[src/sv/track_segment_matcher_unit_macros.svh]
// Assertion macros for the track segment matcher.
// No dependencies; expects i_clk and i_rst_n in the including scope.
`ifndef TRACK_SEGMENT_MATCHER_UNIT_MACROS_SVH
`define TRACK_SEGMENT_MATCHER_UNIT_MACROS_SVH

// Consequent must hold in the same cycle as the antecedent.
`define TSM_ASSERT_SAME(label, ante, cons, msg) \
    label: assert property (@(posedge i_clk) disable iff (!i_rst_n) (ante) |-> (cons)) \
        else $error(msg);

// Consequent must hold in the cycle after the antecedent.
`define TSM_ASSERT_NEXT(label, ante, cons, msg) \
    label: assert property (@(posedge i_clk) disable iff (!i_rst_n) (ante) |=> (cons)) \
        else $error(msg);

`endif

[src/sv/tsm_pkg.sv]
// Package for the track segment matcher: widths, register indexes,
// cut limits and the segment position tables. No dependencies.
package tsm_pkg;

    localparam int SEG_W    = 5;
    localparam int OSEG_W   = 6;
    localparam int EN_W     = 16;
    localparam int TIME_W   = 16;
    localparam int CFG_W    = 32;
    localparam int CIDX_W   = 3;
    localparam int POS_W    = 13;   // segment centers fit in +-4095 (1/16 mm)
    localparam int COORD_W  = 16;

    localparam int CALO_SEGMENTS = 24;
    localparam int PION_SEGMENTS = 32;

    localparam logic signed [TIME_W-1:0] TIME_WINDOW = 16'sd800;
    localparam logic [9:0] CALO_LIMIT = 10'd400;
    localparam logic [9:0] PION_LIMIT = 10'd640;

    localparam logic signed [OSEG_W-1:0] SEG_NONE = -6'sd1;
    localparam logic [CFG_W-1:0] NORM_RESET = 32'd65536;

    localparam logic DET_CALO = 1'b0;
    localparam logic DET_PION = 1'b1;

    typedef enum logic [CIDX_W-1:0] {
        REG_AXIS_SWAP = 3'd0,
        REG_SLOPE     = 3'd1,
        REG_INTERCEPT = 3'd2,
        REG_NORM      = 3'd3,
        REG_ORIGIN_X  = 3'd4,
        REG_ORIGIN_Y  = 3'd5,
        REG_DIR_U     = 3'd6,
        REG_DIR_V     = 3'd7
    } t_cfg_reg;

    typedef struct packed {
        logic signed [POS_W-1:0] x;
        logic signed [POS_W-1:0] y;
    } t_pos;

    localparam logic signed [POS_W-1:0] CALO_X [32] = '{
        13'sd1800, 13'sd1800, 13'sd1959, 13'sd1442, 13'sd1103, 13'sd811,
        13'sd240, -13'sd240, -13'sd811, -13'sd1103, -13'sd1442, -13'sd1959,
        -13'sd1800, -13'sd1800, -13'sd1959, -13'sd1442, -13'sd1103, -13'sd811,
        -13'sd240, 13'sd240, 13'sd811, 13'sd1103, 13'sd1442, 13'sd1959,
        13'sd0, 13'sd0, 13'sd1959, 13'sd0, 13'sd0, 13'sd811, 13'sd0, 13'sd0
    };
    localparam logic signed [POS_W-1:0] CALO_Y [32] = '{
        -13'sd240, 13'sd240, 13'sd811, 13'sd1103, 13'sd1442, 13'sd1959,
        13'sd1800, 13'sd1800, 13'sd1959, 13'sd1442, 13'sd1103, 13'sd811,
        13'sd240, -13'sd240, -13'sd811, -13'sd1103, -13'sd1442, -13'sd1959,
        -13'sd1800, -13'sd1800, -13'sd1959, -13'sd1442, -13'sd1103, -13'sd811,
        13'sd0, 13'sd0, 13'sd811, 13'sd0, 13'sd0, 13'sd1959, 13'sd0, 13'sd0
    };
    localparam logic signed [POS_W-1:0] PION_X [32] = '{
        13'sd2664, 13'sd2664, 13'sd2664, 13'sd2537, 13'sd2223, 13'sd1884,
        13'sd1544, 13'sd1051, 13'sd480, 13'sd0, -13'sd480, -13'sd1051,
        -13'sd1544, -13'sd1884, -13'sd2223, -13'sd2537, -13'sd2664, -13'sd2664,
        -13'sd2664, -13'sd2537, -13'sd2223, -13'sd1884, -13'sd1544, -13'sd1051,
        -13'sd480, 13'sd0, 13'sd480, 13'sd1051, 13'sd1544, 13'sd1884,
        13'sd2223, 13'sd2537
    };
    localparam logic signed [POS_W-1:0] PION_Y [32] = '{
        -13'sd480, 13'sd0, 13'sd480, 13'sd1051, 13'sd1544, 13'sd1884,
        13'sd2223, 13'sd2537, 13'sd2664, 13'sd2664, 13'sd2664, 13'sd2537,
        13'sd2223, 13'sd1884, 13'sd1544, 13'sd1051, 13'sd480, 13'sd0,
        -13'sd480, -13'sd1051, -13'sd1544, -13'sd1884, -13'sd2223, -13'sd2537,
        -13'sd2664, -13'sd2664, -13'sd2664, -13'sd2537, -13'sd2223, -13'sd1884,
        -13'sd1544, -13'sd1051
    };

    // Segment center; segments past the detector's count sit at the origin.
    function automatic t_pos seg_pos(input logic det, input logic [SEG_W-1:0] seg);
        t_pos p;
        p.x = '0;
        p.y = '0;
        if (det == DET_PION) begin
            if (int'(seg) < PION_SEGMENTS) begin
                p.x = PION_X[seg];
                p.y = PION_Y[seg];
            end
        end else begin
            if (int'(seg) < CALO_SEGMENTS) begin
                p.x = CALO_X[seg];
                p.y = CALO_Y[seg];
            end
        end
        return p;
    endfunction

endpackage

[src/sv/track_segment_matcher_unit.sv]
// Track segment matcher: time window, direction and line-distance cuts per hit.
// Uses tsm_pkg and track_segment_matcher_unit_macros.svh.
// A hit's final sample goes through stage A, stage B and the output register.
// One sample per cycle unless o_stall; only a hit's final sample yields a result.
// Stages: input register, ROM + multiplies, compare + state update into output reg.
// Reset (i_rst_n low, synchronous) resets valids, track state and config regs.
`include "track_segment_matcher_unit_macros.svh"

module track_segment_matcher_unit (
    input  logic                               i_clk,
    input  logic                               i_rst_n,
    // sample channel
    input  logic                               i_valid,
    output logic                               o_stall,
    input  logic                               i_detector,
    input  logic [tsm_pkg::SEG_W-1:0]          i_segment,
    input  logic [tsm_pkg::EN_W-1:0]           i_energy,
    input  logic signed [tsm_pkg::TIME_W-1:0]  i_hit_time,
    input  logic                               i_last_of_hit,
    input  logic                               i_last_of_track,
    // result channel
    output logic                               o_valid,
    input  logic                               i_stall,
    output logic                               o_matched,
    output logic signed [tsm_pkg::OSEG_W-1:0]  o_best_calo_segment,
    output logic signed [tsm_pkg::OSEG_W-1:0]  o_pion_id_segment,
    output logic                               o_track_done,
    // configuration
    input  logic                               i_cfg_valid,
    output logic                               o_cfg_ready,
    input  logic [tsm_pkg::CIDX_W-1:0]         i_cfg_index,
    input  logic [tsm_pkg::CFG_W-1:0]          i_cfg_data
);
    import tsm_pkg::*;

    localparam int PROD_W = CFG_W + POS_W;      // slope * coordinate
    localparam int NUM_W  = CFG_W + 16 + 1;     // intercept << 16 plus headroom
    localparam int DX_W   = COORD_W + 1;
    localparam int DOTP_W = COORD_W + DX_W;
    localparam int DOT_W  = DOTP_W + 1;
    localparam int LIM_W  = CFG_W + 10;

    // configuration registers
    logic                     r_axis_swap;
    logic signed [CFG_W-1:0]  r_slope;
    logic signed [CFG_W-1:0]  r_intercept;
    logic [CFG_W-1:0]         r_norm;
    logic signed [COORD_W-1:0] r_origin_x, r_origin_y, r_dir_u, r_dir_v;

    // track state
    logic                       r_time_seen;
    logic [EN_W-1:0]            r_best_energy;
    logic signed [OSEG_W-1:0]   r_best_calo;
    logic signed [OSEG_W-1:0]   r_last_pion;

    // stage A: accepted final samples
    logic                 r_a_v, r_a_det, r_a_in_time, r_a_last_trk;
    logic [SEG_W-1:0]     r_a_seg;
    logic [EN_W-1:0]      r_a_energy;

    // stage B: products
    logic                       r_b_v, r_b_det, r_b_in_time, r_b_last_trk, r_b_dir_zero;
    logic [SEG_W-1:0]           r_b_seg;
    logic [EN_W-1:0]            r_b_energy;
    logic signed [PROD_W-1:0]   r_b_prod;
    logic signed [POS_W-1:0]    r_b_q;
    logic signed [DOTP_W-1:0]   r_b_dot_u, r_b_dot_v;
    logic [LIM_W-1:0]           r_b_lim;

    // output register
    logic                       r_out_v, r_out_matched, r_out_done;
    logic signed [OSEG_W-1:0]   r_out_calo, r_out_pion;

    logic en_out, en_b, en_a, w_in_acc, w_in_time;

    assign en_out   = !r_out_v || !i_stall;
    assign en_b     = !r_b_v || en_out;
    assign en_a     = !r_a_v || en_b;
    assign o_stall  = !en_a;
    assign w_in_acc = i_valid && en_a;
    assign o_cfg_ready = 1'b1;

    assign w_in_time = r_time_seen ||
        ((i_hit_time > -TIME_WINDOW) && (i_hit_time < TIME_WINDOW));

    // ---------------- configuration ----------------
    always_ff @(posedge i_clk) begin
        if (!i_rst_n) begin
            r_axis_swap <= 1'b0;
            r_slope     <= '0;
            r_intercept <= '0;
            r_norm      <= NORM_RESET;
            r_origin_x  <= '0;
            r_origin_y  <= '0;
            r_dir_u     <= '0;
            r_dir_v     <= '0;
        end else if (i_cfg_valid && o_cfg_ready) begin
            case (t_cfg_reg'(i_cfg_index))
                REG_AXIS_SWAP: r_axis_swap <= i_cfg_data[0];
                REG_SLOPE:     r_slope     <= i_cfg_data;
                REG_INTERCEPT: r_intercept <= i_cfg_data;
                REG_NORM:      r_norm      <= i_cfg_data;
                REG_ORIGIN_X:  r_origin_x  <= i_cfg_data[COORD_W-1:0];
                REG_ORIGIN_Y:  r_origin_y  <= i_cfg_data[COORD_W-1:0];
                REG_DIR_U:     r_dir_u     <= i_cfg_data[COORD_W-1:0];
                REG_DIR_V:     r_dir_v     <= i_cfg_data[COORD_W-1:0];
                default: ;
            endcase
        end
    end

    // ---------------- stage A ----------------
    always_ff @(posedge i_clk) begin
        if (!i_rst_n) begin
            r_time_seen <= 1'b0;
            r_a_v       <= 1'b0;
        end else begin
            if (w_in_acc) begin
                r_time_seen <= i_last_of_hit ? 1'b0 : w_in_time;
            end
            if (en_a) begin
                r_a_v <= w_in_acc && i_last_of_hit;
            end
        end
    end

    always_ff @(posedge i_clk) begin
        if (en_a) begin
            r_a_det      <= i_detector;
            r_a_seg      <= i_segment;
            r_a_energy   <= i_energy;
            r_a_in_time  <= w_in_time;
            r_a_last_trk <= i_last_of_track;
        end
    end

    // ---------------- stage B ----------------
    t_pos                     w_pos;
    logic signed [POS_W-1:0]  w_p, w_q;
    logic signed [DX_W-1:0]   w_dx, w_dy;
    logic [9:0]               w_limit;

    always_comb begin
        w_pos   = seg_pos(r_a_det, r_a_seg);
        w_p     = r_axis_swap ? w_pos.y : w_pos.x;
        w_q     = r_axis_swap ? w_pos.x : w_pos.y;
        w_dx    = DX_W'(w_pos.x) - DX_W'(r_origin_x);
        w_dy    = DX_W'(w_pos.y) - DX_W'(r_origin_y);
        w_limit = (r_a_det == DET_PION) ? PION_LIMIT : CALO_LIMIT;
    end

    always_ff @(posedge i_clk) begin
        if (!i_rst_n) begin
            r_b_v <= 1'b0;
        end else if (en_b) begin
            r_b_v <= r_a_v;
        end
    end

    always_ff @(posedge i_clk) begin
        if (en_b) begin
            r_b_det      <= r_a_det;
            r_b_seg      <= r_a_seg;
            r_b_energy   <= r_a_energy;
            r_b_in_time  <= r_a_in_time;
            r_b_last_trk <= r_a_last_trk;
            r_b_dir_zero <= (r_dir_u == '0) && (r_dir_v == '0);
            r_b_prod     <= r_slope * w_p;
            r_b_q        <= w_q;
            r_b_dot_u    <= r_dir_u * w_dx;
            r_b_dot_v    <= r_dir_v * w_dy;
            r_b_lim      <= LIM_W'(w_limit) * LIM_W'(r_norm);
        end
    end

    // ---------------- stage C: cuts and track state ----------------
    logic signed [NUM_W-1:0]  w_num;
    logic [NUM_W-1:0]         w_mag;
    logic signed [DOT_W-1:0]  w_dot;
    logic                     w_near, w_match, w_better;
    logic [EN_W-1:0]          n_best_energy;
    logic signed [OSEG_W-1:0] n_best_calo, n_last_pion;

    always_comb begin
        w_num = NUM_W'(r_b_prod)
              - $signed({{(NUM_W-POS_W-16){r_b_q[POS_W-1]}}, r_b_q, 16'b0})
              + $signed({r_intercept[CFG_W-1], r_intercept, 16'b0});
        w_mag  = w_num[NUM_W-1] ? NUM_W'(-w_num) : NUM_W'(w_num);
        w_near = w_mag < NUM_W'(r_b_lim);
        w_dot  = DOT_W'(r_b_dot_u) + DOT_W'(r_b_dot_v);

        w_match = r_b_in_time && w_near && !w_dot[DOT_W-1] && !r_b_dir_zero &&
                  ((r_b_det == DET_PION) || (r_b_energy != '0));
        w_better = w_match && (r_b_det == DET_CALO) && (r_b_energy > r_best_energy);

        n_best_energy = w_better ? r_b_energy : r_best_energy;
        n_best_calo   = w_better ? $signed({1'b0, r_b_seg}) : r_best_calo;
        n_last_pion   = (w_match && (r_b_det == DET_PION)) ?
                        $signed({1'b0, r_b_seg}) : r_last_pion;
    end

    always_ff @(posedge i_clk) begin
        if (!i_rst_n) begin
            r_out_v       <= 1'b0;
            r_best_energy <= '0;
            r_best_calo   <= SEG_NONE;
            r_last_pion   <= SEG_NONE;
        end else if (en_out) begin
            r_out_v <= r_b_v;
            if (r_b_v) begin
                // a closing hit reports the updated values, then starts clean
                if (r_b_last_trk) begin
                    r_best_energy <= '0;
                    r_best_calo   <= SEG_NONE;
                    r_last_pion   <= SEG_NONE;
                end else begin
                    r_best_energy <= n_best_energy;
                    r_best_calo   <= n_best_calo;
                    r_last_pion   <= n_last_pion;
                end
            end
        end
    end

    always_ff @(posedge i_clk) begin
        if (en_out) begin
            r_out_matched <= w_match;
            r_out_calo    <= n_best_calo;
            r_out_pion    <= n_last_pion;
            r_out_done    <= r_b_last_trk;
        end
    end

    assign o_valid             = r_out_v;
    assign o_matched           = r_out_matched;
    assign o_best_calo_segment = r_out_calo;
    assign o_pion_id_segment   = r_out_pion;
    assign o_track_done        = r_out_done;

    // ---------------- assertions ----------------
    `TSM_ASSERT_NEXT(a_track_clear, (en_out && r_b_v && r_b_last_trk),
        (r_best_calo == SEG_NONE && r_last_pion == SEG_NONE && r_best_energy == '0),
        "track state not cleared after closing hit")
    `TSM_ASSERT_SAME(a_best_consistent, 1'b1,
        ((r_best_calo == SEG_NONE) == (r_best_energy == '0)),
        "best calorimeter segment and energy disagree")
    `TSM_ASSERT_NEXT(a_time_flag_clear, (w_in_acc && i_last_of_hit), (!r_time_seen),
        "time flag survived the end of a hit")

endmodule

[config.mk]
export PLATFORM = sky130hd
export DESIGN_NAME = track_segment_matcher_unit
export DESIGN_NICKNAME = d
export VERILOG_FILES = /design/src/sv/tsm_pkg.sv /design/src/sv/track_segment_matcher_unit.sv
export VERILOG_INCLUDE_DIRS = /design/src /design/src/sv
export SDC_FILE = /design/constraint.sdc
export NUM_CORES = 2
export LEC_CHECK = 0
export BUFFER_PORTS_ARGS = -buffer_cell sky130_fd_sc_hd__buf_2
export CELL_PAD_IN_SITES_DETAIL_PLACEMENT = 0
export CELL_PAD_IN_SITES_GLOBAL_PLACEMENT = 1
export CORE_MARGIN = 4
export CORE_UTILIZATION = 45
export DETAILED_ROUTE_END_ITERATION = 12
export PLACE_DENSITY = 0.73
export SYNTH_ARGS = -nofsm -noshare
export SYNTH_HDL_FRONTEND = slang
export SYNTH_SLANG_ARGS = --single-unit
[constraint.sdc]
create_clock -name i_clk -period 14.23 [get_ports i_clk]
set_input_delay 2.846 -clock i_clk [delete_from_list [all_inputs] [get_ports i_clk]]
set_output_delay 2.846 -clock i_clk [all_outputs]
set_load 0.03 [all_outputs]
==> results.tsv <==
stage	metric	value	unit
outcome	outcome	complete, no violations	
setup_path	Critical Path Sink Type	register	
timing	fmax	78.85	MHz
timing	final hold vios	0	
detailed_routing	antenna-violating nets left	0	
setup_path	reg2reg start	r_a_seg[1]	
logic_synthesis	ys async rst share	0	
global_routing	initial antenna violation count	13	
timing	clk_skew	25.39	ps
placed_design	GPL Wtd Cong	0.8858	
timing	RSZ-0062 raised after global routing	no	
die	die width	384.9	um
cts	Skew-Pair Late Insertion Delay	660	ps
run	max_cap viols	0	
cells_and_area	commonest non-fill, non-tap cell in the layout	inv_1	
timing	Hold Worst Slack	419.1	ps
cts	Hold-fix buffers, CTS	0	
logic_synthesis	cells after synthesis	7075	
power_and_ir_drop	NetSw	3.447	mW
cells_and_area	layout cells sized above 1	0.05553	
timing	fin crit period	12680	ps
cts	H-tree depth	2	
cells_and_area	Fillers	13640	
detailed_routing	Routed WL per cell	19.31	um
detailed_routing	Routed Wire Length	171800	um
detailed_routing	Iter 0 DRT Violations	3186	
timing	max-slew violation count	0	
setup_path	CP max-delay cell	edfxtp_1	
timing	Worst slew margin	0.1798	
detailed_routing	Pre-antenna DRT Iters	5	
timing	Final Setup Violations	0	
setup_path	crit path max fanout	21	
timing	Slew @ Worst Pin	1226	ps
global_routing	total grt overflow	0	
placed_design	DP Worst Slack	1661	ps
power_and_ir_drop	Leakage Power	32.39	nW
power_and_ir_drop	clock share of power	0.192	
power_and_ir_drop	Peak VDD IR	0.1791	mV
timing	fin worst setup slack	1548	ps
cts	post-CTS setup buffer count	0	
global_routing	first-pass GRT wire length	277200	um
power_and_ir_drop	Int Pwr	3.987	mW
timing	fin crit share	0.8912	
power_and_ir_drop	Comb power frac	0.605	
global_routing	total track usage	0.2366	
worst_hold_path	hold_sp	r_a_energy[15]	
die	Initial Util	0.4525	
die	Die H	384.9	um
cts	Gates resized, CTS repair	0	
cts	TritonCTS clock tree	done	
detailed_routing	vias	47370	
logic_synthesis	Post-synth top flop	edfxtp_1	
cells_and_area	fin nets	8642	
cells_and_area	commonest cells after routing, fill and taps aside	inv_1, fa_1, nand2_1	
logic_synthesis	Mean Syn Cell Area	9.033	um2
setup_path	Worst setup SP type	register	
die	Die Area	0.1481	mm2
setup_path	Max stage delay on crit path	730	ps
setup_path	Crit path arrival time	13080	ps
cells_and_area	Layout area overhead	6.298	%
die	Rows	138	
setup_path	Data required, critical path	14630	ps
logic_synthesis	Yosys cell types	99	
cts	Clock Tree Root	clkbuf_16	
detailed_routing	Post-route DRC	0	
cts	clk slew on worst S/H paths	60	ps
global_routing	vias in the first global route	48840	
logic_synthesis	Seq/Total Area, Yosys	0.1662	
power_and_ir_drop	Reg power frac	0.203	
setup_path	most used cell along the critical path	fa_1	
power_and_ir_drop	Switching Share	0.4637	
worst_hold_path	worst min-delay path class	register to register	
placed_design	Port Buffers	95	
power_and_ir_drop	power per cell area	109.4	mW/mm2
logic_synthesis	Post-Synthesis Cell Area	0.06391	mm2
setup_path	CP startpoint	r_a_seg[1]	
logic_synthesis	synthesized flop and latch total	418	
cts	Clock Sinks	418	
logic_synthesis	EDFF count, synth	225	
power_and_ir_drop	Final Power	7.434	mW
cts	clock buffer depth	3	
placed_design	hpwl dp	132700	um
logic_synthesis	Yosys warning count	0	
die	I/O pins	97	
die	placeable core area	0.1412	mm2
global_routing	largest net degree at the start of global routing	130	
logic_synthesis	Syn Nets	8756	
timing	setup TNS	0	ps
setup_path	Critical Setup Path Class	register to register	
cts	TritonCTS Buffers	52	
detailed_routing	Vias per Instance	5.322	
-- registers in the layout (all words and copies together), names as in the netlist, 32 cells and up --
signal,cells
r_b_dot_u,33
r_b_prod,45
r_slope,32
r_intercept,32
r_b_lim,38
r_b_dot_v,33
r_norm,32
-- power groups by stage --
| stage | clock network [mW] | registers, mW | logic, mW |
|---|---|---|---|
| after floorplan | 0 | 1.48 | 3.32 |
| after global placement | 0 | 1.53 | 4.41 |
| after detailed placement | 0 | 1.53 | 4.47 |
| final | 1.42 | 1.51 | 4.50 |
| after global routing | 1.51 | 1.52 | 5.08 |
| after CTS | 1.46 | 1.51 | 4.50 |
-- cell families (layout without fill, tap and decap cells) --
logic type	after synthesis	in the layout	synth area share
mux	37	37	0.006265
fa+ha+maj	1601	1601	0.4294
other cells	2	7	0.0001175
compound gates	1028	1028	0.1075
flops	418	418	0.1662
buf+inv	1584	1514	0.09376
xor+xnor	228	228	0.03125
simple gates	2177	2177	0.1656
-- worst max-delay path: cells and delay by family (launching register included) --
family | cells | cell delay, ps
AO/OA/AOI/OAI | 21 | 5330
XOR/XNOR | 1 | 90
flip-flops | 1 | 730
AND/OR/NAND/NOR | 8 | 1040
adder cells (fa/ha/maj) | 10 | 4580
buffers and inverters | 5 | 630
-- final cells by class --
cell class,count,area [um2],share of cell area
multi-input cells,5073,47400,0.6977
flip-flops and latches,418,10620,0.1563
inverters,1243,4666,0.06868
well taps,1890,2365,0.03481
clock buffers,60,1351,0.01989
repair buffers,173,1067,0.01571
clock inverters,38,451.7,0.006649
diodes,5,12.51,0.0001842
-- cells in the mapped netlist, drive strengths merged, types with 179 or more instances --
cell type     n  share of area
a21boi      179          0.021
a21oi       239          0.019
and2        372          0.036
clkbuf      313          0.018
dfxtp       193          0.060
edfxtp      225           0.11
fa          987           0.31
ha          614           0.12
inv        1242          0.073
nand2       967          0.057
nor2        232          0.014
o21ai       193          0.015
-- final timing paths --
path,endpoint,slack (ps),cells after the start
worst min-delay path,r_b_energy[15],420,0
worst min register to register,r_b_energy[15],420,0
worst max-delay path,r_b_dot_v[31],1550,45
worst max register to register,r_b_dot_v[31],1550,45
-- layer usage --
metal / GRT usage / wire length [um] / vias up / part of all wire
met5: 0 / 0 / - / 0
met4: 0.03986 / 2796 / 0 / 0.016
met3: 0.02519 / 9342 / 153 / 0.054
met2: 0.3744 / 77090 / 1128 / 0.45
met1: 0.3557 / 82610 / 23830 / 0.48
li1: - / - / 22260 / -
-- through the flow --
step	area, um2	util	std cells
finish	67930	0.4810	8900
global route	67920	0.4809	8895
CTS	67920	0.4809	8895
detailed placement	66120	0.4681	8797
global placement	66120	0.4681	8797
floorplan	63910	-	7075
Note: power is estimated with default switching activity, not from simulation.
